**config.mk**
```make
export PLATFORM = sky130hd
export DESIGN_NAME = posit64_to_posit16_convert_top
export DESIGN_NICKNAME = d
export VERILOG_FILES = /design/src/hdl/p64to16_pkg.sv /design/src/hdl/p64to16_unpack.sv /design/src/hdl/p64to16_round.sv /design/src/hdl/posit64_to_posit16_convert_top.sv
export SDC_FILE = /design/constraint.sdc
export NUM_CORES = 1
export LEC_CHECK = 0
export ABC_AREA = 1
export BUFFER_PORTS_ARGS = -buffer_cell sky130_fd_sc_hd__buf_4
export CAP_MARGIN = 20
export CELL_PAD_IN_SITES_DETAIL_PLACEMENT = 0
export CELL_PAD_IN_SITES_GLOBAL_PLACEMENT = 1
export CORE_MARGIN = 3
export CORE_UTILIZATION = 30
export DETAILED_ROUTE_END_ITERATION = 8
export PLACE_DENSITY_LB_ADDON = 0.1
export SETUP_SLACK_MARGIN = 0.02
export SLEW_MARGIN = 20
export SYNTH_ARGS = -nofsm -noshare
export SYNTH_HDL_FRONTEND = slang
export SYNTH_HIERARCHICAL = 1
export SYNTH_SLANG_ARGS = --single-unit
```
**constraint.sdc**
```tcl
create_clock -name clock -period 3.76 [get_ports clock]
set_input_delay 0.376 -clock clock [delete_from_list [all_inputs] [get_ports clock]]
set_output_delay 0.376 -clock clock [all_outputs]
set_load 0.05 [all_outputs]
```
**src/hdl/p64to16_pkg.sv**
```systemverilog
// ----------------------------------------------------------------------------
// p64to16_pkg
// Shared types and constants for the posit64 (es=2) to posit16 (es=1) converter.
// ----------------------------------------------------------------------------
package p64to16_pkg;

   localparam logic [63:0] NAR64     = 64'h8000_0000_0000_0000;
   localparam logic [63:0] HI_LIM64  = 64'h7FC0_0000_0000_0000;
   localparam logic [63:0] LO_LIM64  = 64'h0040_0000_0000_0000;
   localparam logic [14:0] MAXPOS16  = 15'h7FFF;
   localparam logic [14:0] MINPOS16  = 15'h0001;

   // scale limits of the 16-bit format (es=1, 16 bits)
   localparam logic signed [6:0] SCALE_MAX = 7'sd28;
   localparam logic signed [6:0] SCALE_MIN = -7'sd28;

   // longest regime run searched on the 64-bit side
   localparam int RUN_SEARCH = 10;

   // decoded magnitude handed from the unpack stages to the round stage
   typedef struct packed {
      logic               valid;
      logic               special;      // zero or NaR, pass pattern through
      logic [15:0]        special_pat;
      logic               neg;
      logic               over;         // magnitude above the upper limit
      logic               under;        // magnitude below the lower limit
      logic signed [6:0]  scale;
      logic [14:0]        frac;         // top fraction bits, left-aligned
      logic               sticky;       // OR of all lower fraction bits
   } dec_type;

endpackage

```
**src/hdl/p64to16_unpack.sv**
```systemverilog
// ----------------------------------------------------------------------------
// p64to16_unpack
// Two register stages: sign removal and special detection, then regime run
// count, scale and fraction extraction.
// ----------------------------------------------------------------------------
module p64to16_unpack (
   input  logic                 clock,
   input  logic                 reset,
   input  logic                 advance,
   input  logic                 in_valid,
   input  logic [63:0]          in_posit,
   output p64to16_pkg::dec_type dec
);
   import p64to16_pkg::*;

   // stage 1 registers
   logic        s1_valid_ff, s1_valid_in;
   logic        s1_special_ff, s1_special_in;
   logic [15:0] s1_pat_ff, s1_pat_in;
   logic        s1_neg_ff, s1_neg_in;
   logic [63:0] s1_mag_ff, s1_mag_in;

   // stage 2 register
   dec_type     s2_ff, s2_in;

   // stage 2 logic
   logic        top;
   logic        found;
   logic [3:0]  run;
   logic [5:0]  e_idx;
   logic [5:0]  f_idx;
   logic [5:0]  st_sh;
   logic [1:0]  exp2;
   logic [63:0] lo_mask;
   logic signed [6:0] k;

   always_comb begin
      s1_valid_in   = in_valid;
      s1_neg_in     = in_posit[63];
      s1_special_in = (in_posit == 64'd0) || (in_posit == NAR64);
      s1_pat_in     = in_posit[63:48];
      s1_mag_in     = in_posit[63] ? (~in_posit + 64'd1) : in_posit;
   end

   always_comb begin
      top   = s1_mag_ff[62];
      found = 1'b0;
      run   = 4'(RUN_SEARCH);
      for (int i = 0; i < RUN_SEARCH; i++) begin
         if (!found && (s1_mag_ff[62-i] != top)) begin
            run   = 4'(i);
            found = 1'b1;
         end
      end
      k       = top ? ($signed({3'b000, run}) - 7'sd1) : -$signed({3'b000, run});
      e_idx   = 6'd61 - {2'b00, run};
      f_idx   = 6'd59 - {2'b00, run};
      st_sh   = 6'd45 - {2'b00, run};
      exp2    = s1_mag_ff[e_idx -: 2];
      lo_mask = ~({64{1'b1}} << st_sh);

      s2_in.valid          = s1_valid_ff;
      s2_in.special        = s1_special_ff;
      s2_in.special_pat    = s1_pat_ff;
      s2_in.neg            = s1_neg_ff;
      s2_in.over           = s1_mag_ff > HI_LIM64;
      s2_in.under          = s1_mag_ff < LO_LIM64;
      s2_in.scale          = (k <<< 2) + $signed({5'b00000, exp2});
      s2_in.frac           = s1_mag_ff[f_idx -: 15];
      s2_in.sticky         = |(s1_mag_ff & lo_mask);
   end

   always_ff @(posedge clock) begin
      if (reset) begin
         s1_valid_ff <= 1'b0;
         s2_ff.valid <= 1'b0;
      end else if (advance) begin
         s1_valid_ff <= s1_valid_in;
         s2_ff.valid <= s2_in.valid;
      end
      if (advance) begin
         s1_special_ff        <= s1_special_in;
         s1_pat_ff            <= s1_pat_in;
         s1_neg_ff            <= s1_neg_in;
         s1_mag_ff            <= s1_mag_in;
         s2_ff.special        <= s2_in.special;
         s2_ff.special_pat    <= s2_in.special_pat;
         s2_ff.neg            <= s2_in.neg;
         s2_ff.over           <= s2_in.over;
         s2_ff.under          <= s2_in.under;
         s2_ff.scale          <= s2_in.scale;
         s2_ff.frac           <= s2_in.frac;
         s2_ff.sticky         <= s2_in.sticky;
      end
   end

   assign dec = s2_ff;

endmodule

```
**src/hdl/p64to16_round.sv**
```systemverilog
// ----------------------------------------------------------------------------
// p64to16_round
// Output stage: regime re-encode, round to nearest even, clamp and re-sign.
// ----------------------------------------------------------------------------
module p64to16_round (
   input  logic                 clock,
   input  logic                 reset,
   input  logic                 advance,
   input  p64to16_pkg::dec_type dec,
   output logic                 out_valid,
   output logic [15:0]          out_posit
);
   import p64to16_pkg::*;

   logic              out_valid_ff;
   logic [15:0]       out_posit_ff, out_posit_in;

   logic signed [6:0] kp;
   logic              kp_neg;
   logic [3:0]        rlen;
   logic [3:0]        reg_sh;
   logic [15:0]       reg16;
   logic [15:0]       w16;
   logic [15:0]       v;
   logic              rbit;
   logic              sticky;
   logic [15:0]       sum;
   logic [14:0]       mag;
   logic [15:0]       mag16;

   always_comb begin
      kp     = dec.scale >>> 1;
      kp_neg = kp[6];
      rlen   = kp_neg ? 4'(7'sd1 - kp) : 4'(kp + 7'sd2);
      reg_sh = kp_neg ? 4'(7'sd15 + kp) : 4'(7'sd15 - kp);
      reg16  = kp_neg ? (16'h0001 << reg_sh) : (16'hFFFF << reg_sh);
      w16    = {dec.scale[0], dec.frac};
      v      = reg16 | (w16 >> rlen);
      rbit   = v[0];
      sticky = dec.sticky | (|(w16 & ~(16'hFFFF << rlen)));
      sum    = {1'b0, v[15:1]} + {15'd0, rbit & (sticky | v[1])};

      if (dec.over || (dec.scale >= SCALE_MAX)) begin
         mag = MAXPOS16;
      end else if (dec.under || (dec.scale < SCALE_MIN)) begin
         mag = MINPOS16;
      end else if (sum[15]) begin
         mag = MAXPOS16;
      end else if (sum[14:0] == 15'd0) begin
         mag = MINPOS16;
      end else begin
         mag = sum[14:0];
      end

      mag16 = {1'b0, mag};
      if (dec.special) begin
         out_posit_in = dec.special_pat;
      end else if (dec.neg) begin
         out_posit_in = ~mag16 + 16'd1;
      end else begin
         out_posit_in = mag16;
      end
   end

   always_ff @(posedge clock) begin
      if (reset) begin
         out_valid_ff <= 1'b0;
      end else if (advance) begin
         out_valid_ff <= dec.valid;
      end
      if (advance) begin
         out_posit_ff <= out_posit_in;
      end
   end

   assign out_valid = out_valid_ff;
   assign out_posit = out_posit_ff;

endmodule

```
**src/hdl/posit64_to_posit16_convert_top.sv**
```systemverilog
// ----------------------------------------------------------------------------
// posit64_to_posit16_convert_top
// Converts a 64-bit posit (es=2) to the nearest 16-bit posit (es=1).
// ----------------------------------------------------------------------------
// Three-stage pipeline: one beat is taken every clock unless the pipe is
// stalled, and its result appears on the rsp side once it has passed the
// three register stages (negate/special detect, regime decode, round/pack).
// A stall on rsp (while rsp_valid is high) holds every stage in place and
// raises req_stall in the same cycle. Zero and NaR pass straight through;
// out-of-range magnitudes clamp to maxpos or minpos with the input's sign.
module posit64_to_posit16_convert_top (
   input  logic        clock,
   input  logic        reset,
   input  logic        req_valid,
   output logic        req_stall,
   input  logic [63:0] req_posit_in,
   output logic        rsp_valid,
   input  logic        rsp_stall,
   output logic [15:0] rsp_posit_out
);
   import p64to16_pkg::*;

   logic    advance;
   dec_type dec;

   // advance the whole pipe unless the output beat is held
   assign advance   = !(rsp_valid && rsp_stall);
   assign req_stall = !advance;

   p64to16_unpack u_unpack (
      .clock    (clock),
      .reset    (reset),
      .advance  (advance),
      .in_valid (req_valid),
      .in_posit (req_posit_in),
      .dec      (dec)
   );

   p64to16_round u_round (
      .clock     (clock),
      .reset     (reset),
      .advance   (advance),
      .dec       (dec),
      .out_valid (rsp_valid),
      .out_posit (rsp_posit_out)
   );

   a_over_under_exclusive : assert property (@(posedge clock) disable iff (reset)
      dec.valid |-> !(dec.over && dec.under))
      else $error("decoded magnitude flagged both over and under");

   a_special_passthrough : assert property (@(posedge clock) disable iff (reset)
      (req_valid && !req_stall && ((req_posit_in == 64'd0) || (req_posit_in == NAR64)))
      ##1 advance ##1 advance
      |=> rsp_valid && (rsp_posit_out == $past(req_posit_in[63:48], 3)))
      else $error("zero or NaR not passed through");

   a_sign_kept : assert property (@(posedge clock) disable iff (reset)
      (req_valid && !req_stall && (req_posit_in != 64'd0) && (req_posit_in != NAR64))
      ##1 advance ##1 advance
      |=> rsp_valid && (rsp_posit_out != 16'h0000) && (rsp_posit_out != 16'h8000)
          && (rsp_posit_out[15] == $past(req_posit_in[63], 3)))
      else $error("real input gave zero, NaR or wrong sign");

endmodule
```
==> results of run 1 <==
-- layout make-up --
type	count	area share [%]
clock buffer	17	2.65
inverter	170	4.12
timing repair buffer	245	11.9
clock inverter	15	1.38
sequential	142	26.4
tap	532	4.14
multi-input combinational	1453	49.4
-- logic make-up after synthesis --
kind of cell,Yosys count,synth area share [%]
simple gates,1191,43.3
buf+inv,249,8.46
compound gates,162,7.22
flops,142,33.4
xor+xnor,74,5.17
fa+ha+maj,24,2.37
mux,2,0.158
-- metal layers --
layer,part of all wire (%),vias up
met1,52,5813
met2,44,188
li1,-,6525
met3,2.3,30
met5,0,-
met4,1.4,0
-- sequential cells by signal, indices dropped and copies added (netlist names) --
signal	cells
u_unpack/s1_special_ff	1
u_round/out_posit	16
u_round/out_valid	1
u_unpack/s1_pat_ff	16
u_unpack/s1_mag_ff	64
u_unpack/s1_valid_ff	1
u_unpack/dec	43
-- worst paths after layout --
check	from	end	depth (start not counted)
min reg2reg	u_unpack/s1_pat_ff[14]	u_unpack/dec[40]	0
min	reset	u_unpack/s1_valid_ff	2
max reg2reg	u_unpack/dec[22]	u_round/out_posit[14]	28
max	u_unpack/dec[22]	u_round/out_posit[14]	28
-- through the flow --
stage / util (%) / total power, mW / worst slack (ns)
global route: 38.9 / 15.2 / -0.302
detailed placement: 35.6 / 10.6 / -0.149
floorplan: - / 7.76 / -0.0532
CTS: 37.8 / 13.1 / 0.00436
global placement: 35.6 / 10.7 / -0.0560
finish: 38.9 / 14.1 / -0.0615
-- report_power, final --
part           internal, mW  total, mW  switching (mW)
logic                  3.88       9.77            5.88
clock network          1.03       1.84           0.808
registers              2.17       2.46           0.286
total                  7.08       14.1            6.98
-- cell usage after synthesis, types with 2 or more instances --
library cell and count:
nand3b_1 3, nor2_1 138, nor2_2 5, and3_1 3, nor3_1 19, a31oi_1 6, nand2_2 26, buf_2 20
clkbuf_1 33, nand3_2 14, nand3_1 261, buf_4 9, nor4_1 28, nand3_4 2, or2_2 10, o21ai_0 54
inv_1 152, nand4_1 41, mux2i_1 2, buf_1 8, o31ai_1 3, nor2_4 9, buf_6 7, inv_2 15
o211ai_1 22, nand2_1 595, xnor2_1 29, nor3_2 4, nand2_4 9, dfxtp_1 3, a21oi_1 29, ha_1 24
xor2_1 44, o21ai_1 40, edfxtp_1 139, or2_1 18
-- what timing repair did --
item / in CTS / in global routing
resized for setup: 45 / 96
buffers inserted: 15 / 14
setup endpoints to repair: 8 / 15
pin swaps: 33 / 39
==> flow_metrics.env, run 1 <==
export IMPL_status="finished, violations left"
export IMPL_violations="negative setup slack"
export IMPL_synth_area_per_cell_sq_um=6.88
export IMPL_synth_largest_area_cell="edfxtp_1"
export IMPL_ys_warn_count=6
export IMPL_fin_ws_ns=-0.0615
export IMPL_core_area_sq_um=41300
export IMPL_yosysSeqAreaShare_pct=33.4
export IMPL_synth_edff_count=139
export IMPL_async_flop_share_pct=0
export IMPL_layout_commonest_cell="nand2_1"
export IMPL_crit_required_ns=3.96
export IMPL_startpoint_type="flop"
export IMPL_cap_violations=0
export IMPL_die_w_um=212
export IMPL_cts_htree_levels=4
export IMPL_grt_total_usage_pct=19.4
export IMPL_hpwl_mm=34.2
export IMPL_design_area_sq_um=16100
export IMPL_met3_usage_pct=2.16
export IMPL_cp_max_fo=8
export IMPL_met1_usage_pct=29.4
export IMPL_detail_route_first_pass_iterations=6
export IMPL_nNetsFinal=2121
export IMPL_cts_buffers=17
export IMPL_drtAntennaViolNets=0
export IMPL_slowest_delay_ns=0.46
export IMPL_slew_limit_headroom_pct=37.0
export IMPL_stdcell_count=2574
export IMPL_cpMostUsedCell="nand3_2"
export IMPL_fin_crit_sh_pct=102
export IMPL_area_growth_pct=26.6
export IMPL_cts_root_buf="clkbuf_16"
export IMPL_ys_flop_type="edfxtp_1"
export IMPL_antenna_cells=0
export IMPL_drive_above_1_share_pct=23.8
export IMPL_rows=74
export IMPL_synth_area_sq_um=12700
export IMPL_clock_latency_ns=0.45
export IMPL_reg2reg_setup_slack_ns=-0.06
export IMPL_n_fill_cell=4420
export IMPL_cp_data_arrival_time_ns=4.03
export IMPL_grt_pass1_vias=12100
export IMPL_top_usage_layer="met2"
export IMPL_synth_seq_cells=142
export IMPL_holdBufCountCts=0
export IMPL_portBuffers=85
export IMPL_pin_count=86
export IMPL_multiInputGateArea_sq_um=7940
export IMPL_cts_sinks=142
export IMPL_vias=12600
export IMPL_rsz0062_at_grt="yes"
export IMPL_fmax_mhz=262
export IMPL_worst_pin_slew_ns=0.945
export IMPL_cp_buffers_inverters=4
export IMPL_placed_area_sq_um=14700
export IMPL_post_route_min_period_ns=3.82
export IMPL_crit_path_end_kind="flop"
export IMPL_finalSetupTns_ns=-0.185
export IMPL_overflow=0
export IMPL_avgRoutedWirePerCell_um=16.7
export IMPL_fin_hold_ws_ns=0.0912
export IMPL_path_class="flop to flop"
export IMPL_use_met2_pct=29.6
export IMPL_leakage_nw=7.39
export IMPL_slowest_stage="edfxtp_1"
export IMPL_viasPerCell=4.88
export IMPL_grt_first_pass_wirelength_mm=67.6
export IMPL_antenna_found_initial=0
export IMPL_dieHeight_um=212
export IMPL_die_area_sq_um=44800
export IMPL_synth_top_area_share_pct=32.9
export IMPL_setup_violations=5
export IMPL_initial_utilization_pct=30.7
export IMPL_cts_tree="built"
export IMPL_drv_slew=0
export IMPL_final_seq_area_sq_um=4230
export IMPL_drc=0
export IMPL_cpLargestDelayFamily="simple AND/OR/NAND/NOR gates"
export IMPL_clockBufferDepth=2
export IMPL_first_iter_violations=866
export IMPL_synth_top_cells_by_area="edfxtp_1 33%, nand2_1 18%, nand3_1 10%"
export IMPL_synth_nets=1936
export IMPL_synth_cell_types=56
export IMPL_layout_common_cells="541 x nand2_1, 237 x nand3_1, 235 x buf_4"
export IMPL_pwr_density_cell_nw_per_um2=875
export IMPL_hold_viol=0
export IMPL_finalWirelength_mm=43.0
export IMPL_fin_skew_ns=0.0132
export IMPL_vdd_drop_max_v=0.000435
export IMPL_grt_max_degree=125
export IMPL_dp_cells=2516
export IMPL_syn_inst=1844
export IMPL_gpl_final_weighted_congestion=0.861
export IMPL_clk_pin_slew_ns=0.07
export IMPL_hp_class="input port to flop"
Note: power is estimated with default switching activity, not from simulation.
==> run 2: changes to the inputs <==
--- a/config.mk
+++ b/config.mk
@@ -12,11 +12,10 @@
 export CELL_PAD_IN_SITES_GLOBAL_PLACEMENT = 1
 export CORE_MARGIN = 3
 export CORE_UTILIZATION = 30
+export CTS_BUF_LIST = sky130_fd_sc_hd__clkbuf_2 sky130_fd_sc_hd__clkbuf_4 sky130_fd_sc_hd__clkbuf_8
 export DETAILED_ROUTE_END_ITERATION = 8
 export PLACE_DENSITY_LB_ADDON = 0.1
 export SETUP_SLACK_MARGIN = 0.02
-export SLEW_MARGIN = 20
 export SYNTH_ARGS = -nofsm -noshare
 export SYNTH_HDL_FRONTEND = slang
-export SYNTH_HIERARCHICAL = 1
 export SYNTH_SLANG_ARGS = --single-unit
==> run 2 against run 1 <==
  * Highest routed layer unchanged
  * Routed wire length fell by 6.4%
  * Register-to-register slack gained 0.05 ns
  * Combinational power increased by 5%
  * Design area is 4.6% lower
  * Clock power decreased by 29%
  * First-iteration DRC count fell by 5.3%
  * Power about the same
  * The flow still finishes with violations (negative setup slack)
==> flow_metrics.env, run 2 <==
export IMPL_grt_max_degree=88
export IMPL_slew_limit_headroom_pct=39.9
export IMPL_dp_cells=2443
export IMPL_met3_usage_pct=2.01
export IMPL_synth_nets=1830
export IMPL_cap_violations=0
export IMPL_cpLargestDelayFamily="simple AND/OR/NAND/NOR gates"
export IMPL_setup_violations=1
export IMPL_seqPwrFrac_pct=17.6
export IMPL_finalWirelength_mm=40.2
export IMPL_syn_inst=1741
export IMPL_slowest_delay_ns=0.46
export IMPL_synth_largest_area_cell="edfxtp_1"
export IMPL_worst_pin_slew_ns=0.901
export IMPL_crit_path_end_kind="flop"
export IMPL_power_internal_mw=6.95
export IMPL_post_route_min_period_ns=3.77
export IMPL_rsz0062_at_grt="yes"
export IMPL_gpl_final_weighted_congestion=0.883
export IMPL_swShare_pct=50.5
export IMPL_fin_crit_sh_pct=100
export IMPL_final_seq_area_sq_um=4230
export IMPL_cts_sinks=142
export IMPL_synth_area_sq_um=12100
export IMPL_met1_usage_pct=27.0
export IMPL_slowest_stage="edfxtp_1"
export IMPL_synth_area_per_cell_sq_um=6.93
export IMPL_startpoint_type="flop"
export IMPL_crit_required_ns=4.01
export IMPL_switchingPower_mw=7.10
export IMPL_combPwrFrac_pct=73.0
export IMPL_drc=0
export IMPL_fmax_mhz=265
export IMPL_clockPowerShare_pct=9.3
export IMPL_top_usage_layer="met2"
export IMPL_fin_hold_ws_ns=0.0725
export IMPL_placed_area_sq_um=14300
export IMPL_violations="negative setup slack"
export IMPL_cp_max_fo=7
export IMPL_pin_count=86
export IMPL_cts_tree="built"
export IMPL_async_flop_share_pct=0
export IMPL_hold_viol=0
export IMPL_antenna_found_initial=0
export IMPL_area_growth_pct=27.0
export IMPL_synth_top_area_share_pct=34.6
export IMPL_cp_buffers_inverters=4
export IMPL_antenna_cells=0
export IMPL_stdcell_count=2497
export IMPL_fin_skew_ns=0.0276
export IMPL_core_area_sq_um=39200
export IMPL_status="finished, violations left"
export IMPL_worstRegToRegCells=25
export IMPL_avgRoutedWirePerCell_um=16.1
export IMPL_cpMostUsedCell="nand2_2"
export IMPL_post_place_ws_ns=-0.250
export IMPL_dieHeight_um=207
export IMPL_use_met2_pct=30.8
export IMPL_grt_total_usage_pct=18.9
export IMPL_synth_cell_types=52
export IMPL_cp_data_arrival_time_ns=4.02
export IMPL_cts_buffers=17
export IMPL_clk_pin_slew_ns=0.12
export IMPL_largest_reg_flops=64
export IMPL_pwr_density_cell_nw_per_um2=917
export IMPL_detail_route_first_pass_iterations=5
export IMPL_die_w_um=207
export IMPL_cts_root_buf="clkbuf_8"
export IMPL_drtAntennaViolNets=0
export IMPL_leakage_nw=7.01
export IMPL_n_fill_cell=4248
export IMPL_ys_warn_count=0
export IMPL_overflow=0
export IMPL_multiInputGateArea_sq_um=7230
export IMPL_reg2reg_setup_slack_ns=-0.01
export IMPL_initial_utilization_pct=30.8
export IMPL_clock_latency_ns=0.50
export IMPL_drive_above_1_share_pct=25.4
export IMPL_crit_cells=25
export IMPL_yosysSeqAreaShare_pct=35.1
export IMPL_hp_class="input port to flop"
export IMPL_grt_pass1_vias=11500
export IMPL_cts_htree_levels=4
export IMPL_largest_register="u_unpack.s1_mag_ff"
export IMPL_first_iter_violations=820
export IMPL_hpwl_mm=32.3
export IMPL_hold_depth=1
export IMPL_synth_top_cells_by_area="edfxtp_1 35%, nand2_1 17%, o21ai_0 6.6%"
export IMPL_synthTopCellsByCount="558 x nand2_1, 159 x o21ai_0, 154 x nand3_1"
export IMPL_path_class="flop to flop"
export IMPL_vdd_drop_max_v=0.000409
export IMPL_layout_commonest_cell="nand2_1"
export IMPL_rows=72
export IMPL_synth_seq_cells=142
export IMPL_ys_flop_type="edfxtp_1"
export IMPL_drv_slew=0
export IMPL_layout_common_cells="506 x nand2_1, 264 x buf_4, 153 x o21ai_0"
export IMPL_nNetsFinal=2055
export IMPL_clockBufferDepth=2
export IMPL_post_synth_top_count_cell="nand2_1"
export IMPL_grt_first_pass_wirelength_mm=63.0
export IMPL_design_area_sq_um=15300
export IMPL_viasPerCell=4.83
export IMPL_portBuffers=85
export IMPL_fin_ws_ns=-0.0115
export IMPL_synth_edff_count=139
export IMPL_die_area_sq_um=42700
export IMPL_vias=12100
[run 2: changes by cell type in the layout (fill, tap and decap cells not counted), sizes merged, moves of 9 or more]
cell    change
nand3     -112
o21ai      +84
nand2      -39
buf        +28
a31oi      +14
or2        -14
o211ai     -12
nor2       +11
nor4       -11
inv         -9
[run 2: path summary, 6_finish.rpt]
kind | start | endpoint
max | u_unpack.dec[22] | u_round.out_posit[10]
max reg2reg | u_unpack.dec[22] | u_round.out_posit[10]
min reg2reg | u_unpack.s1_pat_ff[4] | u_unpack.dec[30]
min | req_posit_in[56] | u_unpack.s1_pat_ff[8]
[run 2: routing by layer]
| metal | share of wire [%] | vias up |
|---|---|---|
| li1 | - | 6250 |
| met1 | 48 | 5556 |
| met2 | 47 | 224 |
| met3 | 3.5 | 30 |
| met4 | 1.2 | 0 |
| met5 | 0 | - |
[run 2: per-stage QoR]
step           power, mW  util (%)  TNS (ns)
2_1_floorplan       7.97         -         0
3_3_place_gp        11.8      36.5     -1.04
3_5_place_dp        11.8      36.5     -1.52
4_1_cts             13.5      38.1         0
5_1_grt             15.3      39.1     -2.81
6_report            14.0      39.1   -0.0115
[run 2: area by class of cell]
type / instances / share of cell area [%]
clock buffers: 17 / 1.53
well taps: 518 / 4.23
flip-flops and latches: 142 / 27.6
clock inverters: 15 / 1.31
repair buffers: 274 / 14.0
multi-input cells: 1370 / 47.2
inverters: 161 / 4.11
[run 2: timing repair]
item / in CTS / in global routing
hold endpoints to repair: 3 / 0
gates resized for setup: 29 / 93
hold buffers: 1 / 0
pin swaps: 11 / 52
setup endpoints to repair: 12 / 15
setup buffers: 6 / 15
[run 2: logic make-up after synthesis]
kind of cell / Yosys count / share of synthesized area (%)
simple gates: 1015 / 37.6
compound gates: 258 / 11.6
buf+inv: 229 / 8.04
flops: 142 / 35.1
xor+xnor: 73 / 5.30
fa+ha+maj: 21 / 2.18
mux: 3 / 0.249
[run 2: power by group through the flow]
stage          Sequential, mW  Combinational, mW  Clock, mW
2_1_floorplan            2.67               5.29          0
4_1_cts                  2.47               9.67       1.36
5_1_grt                  2.51               11.4       1.42
6_report                 2.48               10.3       1.31
3_5_place_dp             2.51               9.29          0
3_3_place_gp             2.51               9.32          0
==> run 3: changes to the inputs <==
==> constraint.sdc (replaced) <==
create_clock -name clock -period 3.76 [get_ports clock]
set_input_delay 0.376 -clock clock [delete_from_list [all_inputs] [get_ports clock]]
set_output_delay 0.376 -clock clock [all_outputs]
set_load 0.1 [all_outputs]
==> run 3 against run 2 <==
  * The flow still finishes with violations (negative setup slack)
  * Non-clock buffer count did not move
  * Core utilization rose by 0.55 points
  * Worst hold slack got worse by 0.017 ns
  * Die area did not move
  * Clock-buffer cell count did not move
  * Maximum frequency barely moved
  * Routed wire length rose by 2.5%
  * Flip-flop and latch count did not move
  * Critical path type unchanged
  * Largest cell class unchanged
  * Largest power group unchanged
==> flow_metrics.env, run 3 (synthesis gave the netlist of run 2 again) <==
export IMPL_cts_buffers=17
export IMPL_use_met2_pct=31.6
export IMPL_grt_pass1_vias=11800
export IMPL_die_area_sq_um=42700
export IMPL_grt_max_degree=71
export IMPL_core_area_sq_um=39200
export IMPL_clockPowerShare_pct=8.8
export IMPL_nNetsFinal=2056
export IMPL_rsz0062_at_grt="yes"
export IMPL_overflow=0
export IMPL_avgRoutedWirePerCell_um=16.5
export IMPL_grt_total_usage_pct=19.2
export IMPL_cpMostUsedCell="nand3_2"
export IMPL_power_internal_mw=7.12
export IMPL_violations="negative setup slack"
export IMPL_gpl_final_weighted_congestion=0.916
export IMPL_largest_register="u_unpack.s1_mag_ff"
export IMPL_path_class="flop to flop"
export IMPL_post_route_min_period_ns=3.78
export IMPL_dieHeight_um=207
export IMPL_crit_path_end_kind="flop"
export IMPL_drive_above_1_share_pct=25.9
export IMPL_cts_root_buf="clkbuf_8"
export IMPL_startpoint_type="flop"
export IMPL_clk_pin_slew_ns=0.11
export IMPL_setup_violations=3
export IMPL_combPwrFrac_pct=74.4
export IMPL_antenna_cells=0
export IMPL_fin_hold_ws_ns=0.0554
export IMPL_status="finished, violations left"
export IMPL_antenna_found_initial=0
export IMPL_design_area_sq_um=15500
export IMPL_cp_data_arrival_time_ns=4.02
export IMPL_cts_sinks=142
export IMPL_slew_limit_headroom_pct=53.4
export IMPL_seqPwrFrac_pct=16.8
export IMPL_clockBufferDepth=2
export IMPL_vias=12200
export IMPL_stdcell_count=2498
export IMPL_hp_class="input port to flop"
export IMPL_met1_usage_pct=27.5
export IMPL_slowest_delay_ns=0.46
export IMPL_layout_common_cells="506 x nand2_1, 260 x buf_4, 154 x o21ai_0"
export IMPL_dp_cells=2434
export IMPL_swShare_pct=52.0
export IMPL_initial_utilization_pct=30.8
export IMPL_area_growth_pct=28.8
export IMPL_top_usage_layer="met2"
export IMPL_finalWirelength_mm=41.3
export IMPL_holdBufCountCts=0
export IMPL_crit_required_ns=4.01
export IMPL_drtAntennaViolNets=0
export IMPL_pwr_density_cell_nw_per_um2=954
export IMPL_clock_latency_ns=0.48
export IMPL_cts_tree="built"
export IMPL_grt_first_pass_wirelength_mm=64.4
export IMPL_portBuffers=85
export IMPL_drv_slew=0
export IMPL_worst_pin_slew_ns=0.699
export IMPL_largest_reg_flops=64
export IMPL_layout_commonest_cell="nand2_1"
export IMPL_placed_area_sq_um=14300
export IMPL_total_power_mw=14.8
export IMPL_pin_count=86
export IMPL_cap_violations=0
export IMPL_leakage_nw=7.09
export IMPL_vdd_drop_max_v=0.000455
export IMPL_fin_skew_ns=0.0224
export IMPL_met3_usage_pct=1.94
export IMPL_first_iter_violations=782
export IMPL_switchingPower_mw=7.70
export IMPL_cts_htree_levels=4
export IMPL_hpwl_mm=32.4
export IMPL_viasPerCell=4.87
export IMPL_fin_crit_sh_pct=100
export IMPL_slowest_stage="edfxtp_1"
export IMPL_drc=0
export IMPL_hold_viol=0
export IMPL_cp_max_fo=8
export IMPL_fmax_mhz=265
export IMPL_rows=72
export IMPL_detail_route_first_pass_iterations=5
export IMPL_fin_ws_ns=-0.0150
export IMPL_die_w_um=207
run 3: cell count changes in the layout (fill, tap and decap cells not counted), sizes merged:
cell	previous run	this run
dlygate4sd3	1	0
inv	166	165
clkbuf	17	18
clkinv	10	12
run 3: critical path: cells and delay by family (launching register included):
family	cells	cell delay, ns
fa+ha+maj	3	0.57
buf+inv	4	0.39
flops	1	0.46
simple gates	24	2.10
run 3: final cells by class:
type,count,area [sq um]
fill,4228,23700
multi-input combinational,1370,7390
sequential,142,4230
timing repair buffer,274,2180
tap,518,648
inverter,161,629
clock buffer,17,234
clock inverter,15,209
timing repair inverter,1,8.76
run 3: timing repair:
action	4_1_cts	5_1_grt
gates cloned	1	1
gates resized for setup	92	59
endpoints found under the setup margin	14	18
setup buffers	25	6
pin swaps	51	45
run 3: routing by layer:
layer	routed length [um]	part of all wire, %	up-vias
met5	0	0	-
met3	1220	2.9	38
met2	19300	47	225
met1	20200	49	5639
met4	508	1.2	0
li1	-	-	6257
run 3: worst paths after layout:
path	slack [ns]	to	cells past startpoint	start
min reg2reg	0.42	u_unpack.dec[40]	0	u_unpack.s1_pat_ff[14]
min	0.06	u_unpack.s1_valid_ff	2	reset
max	-0.02	u_round.out_posit[12]	31	u_unpack.dec[22]
max reg2reg	-0.02	u_round.out_posit[12]	31	u_unpack.dec[22]
run 3: power by group through the flow:
| stage | clock network, mW | registers [mW] | logic [mW] |
|---|---|---|---|
| after floorplan | 0 | 2.99 | 5.30 |
| after detailed placement | 0 | 2.51 | 9.48 |
| after global routing | 1.41 | 2.52 | 12.2 |
| after CTS | 1.35 | 2.48 | 10.6 |
| final | 1.31 | 2.49 | 11.0 |
| after global placement | 0 | 2.51 | 9.51 |
run 3: through the flow:
step	util, %	setup slack (ns)	setup TNS [ns]
global placement	36.4	-0.169	-0.892
floorplan	-	0.0201	0
global route	39.6	-0.283	-2.72
detailed placement	36.4	-0.295	-1.63
CTS	38.9	-0.0138	-0.0179
finish	39.6	-0.0150	-0.0278
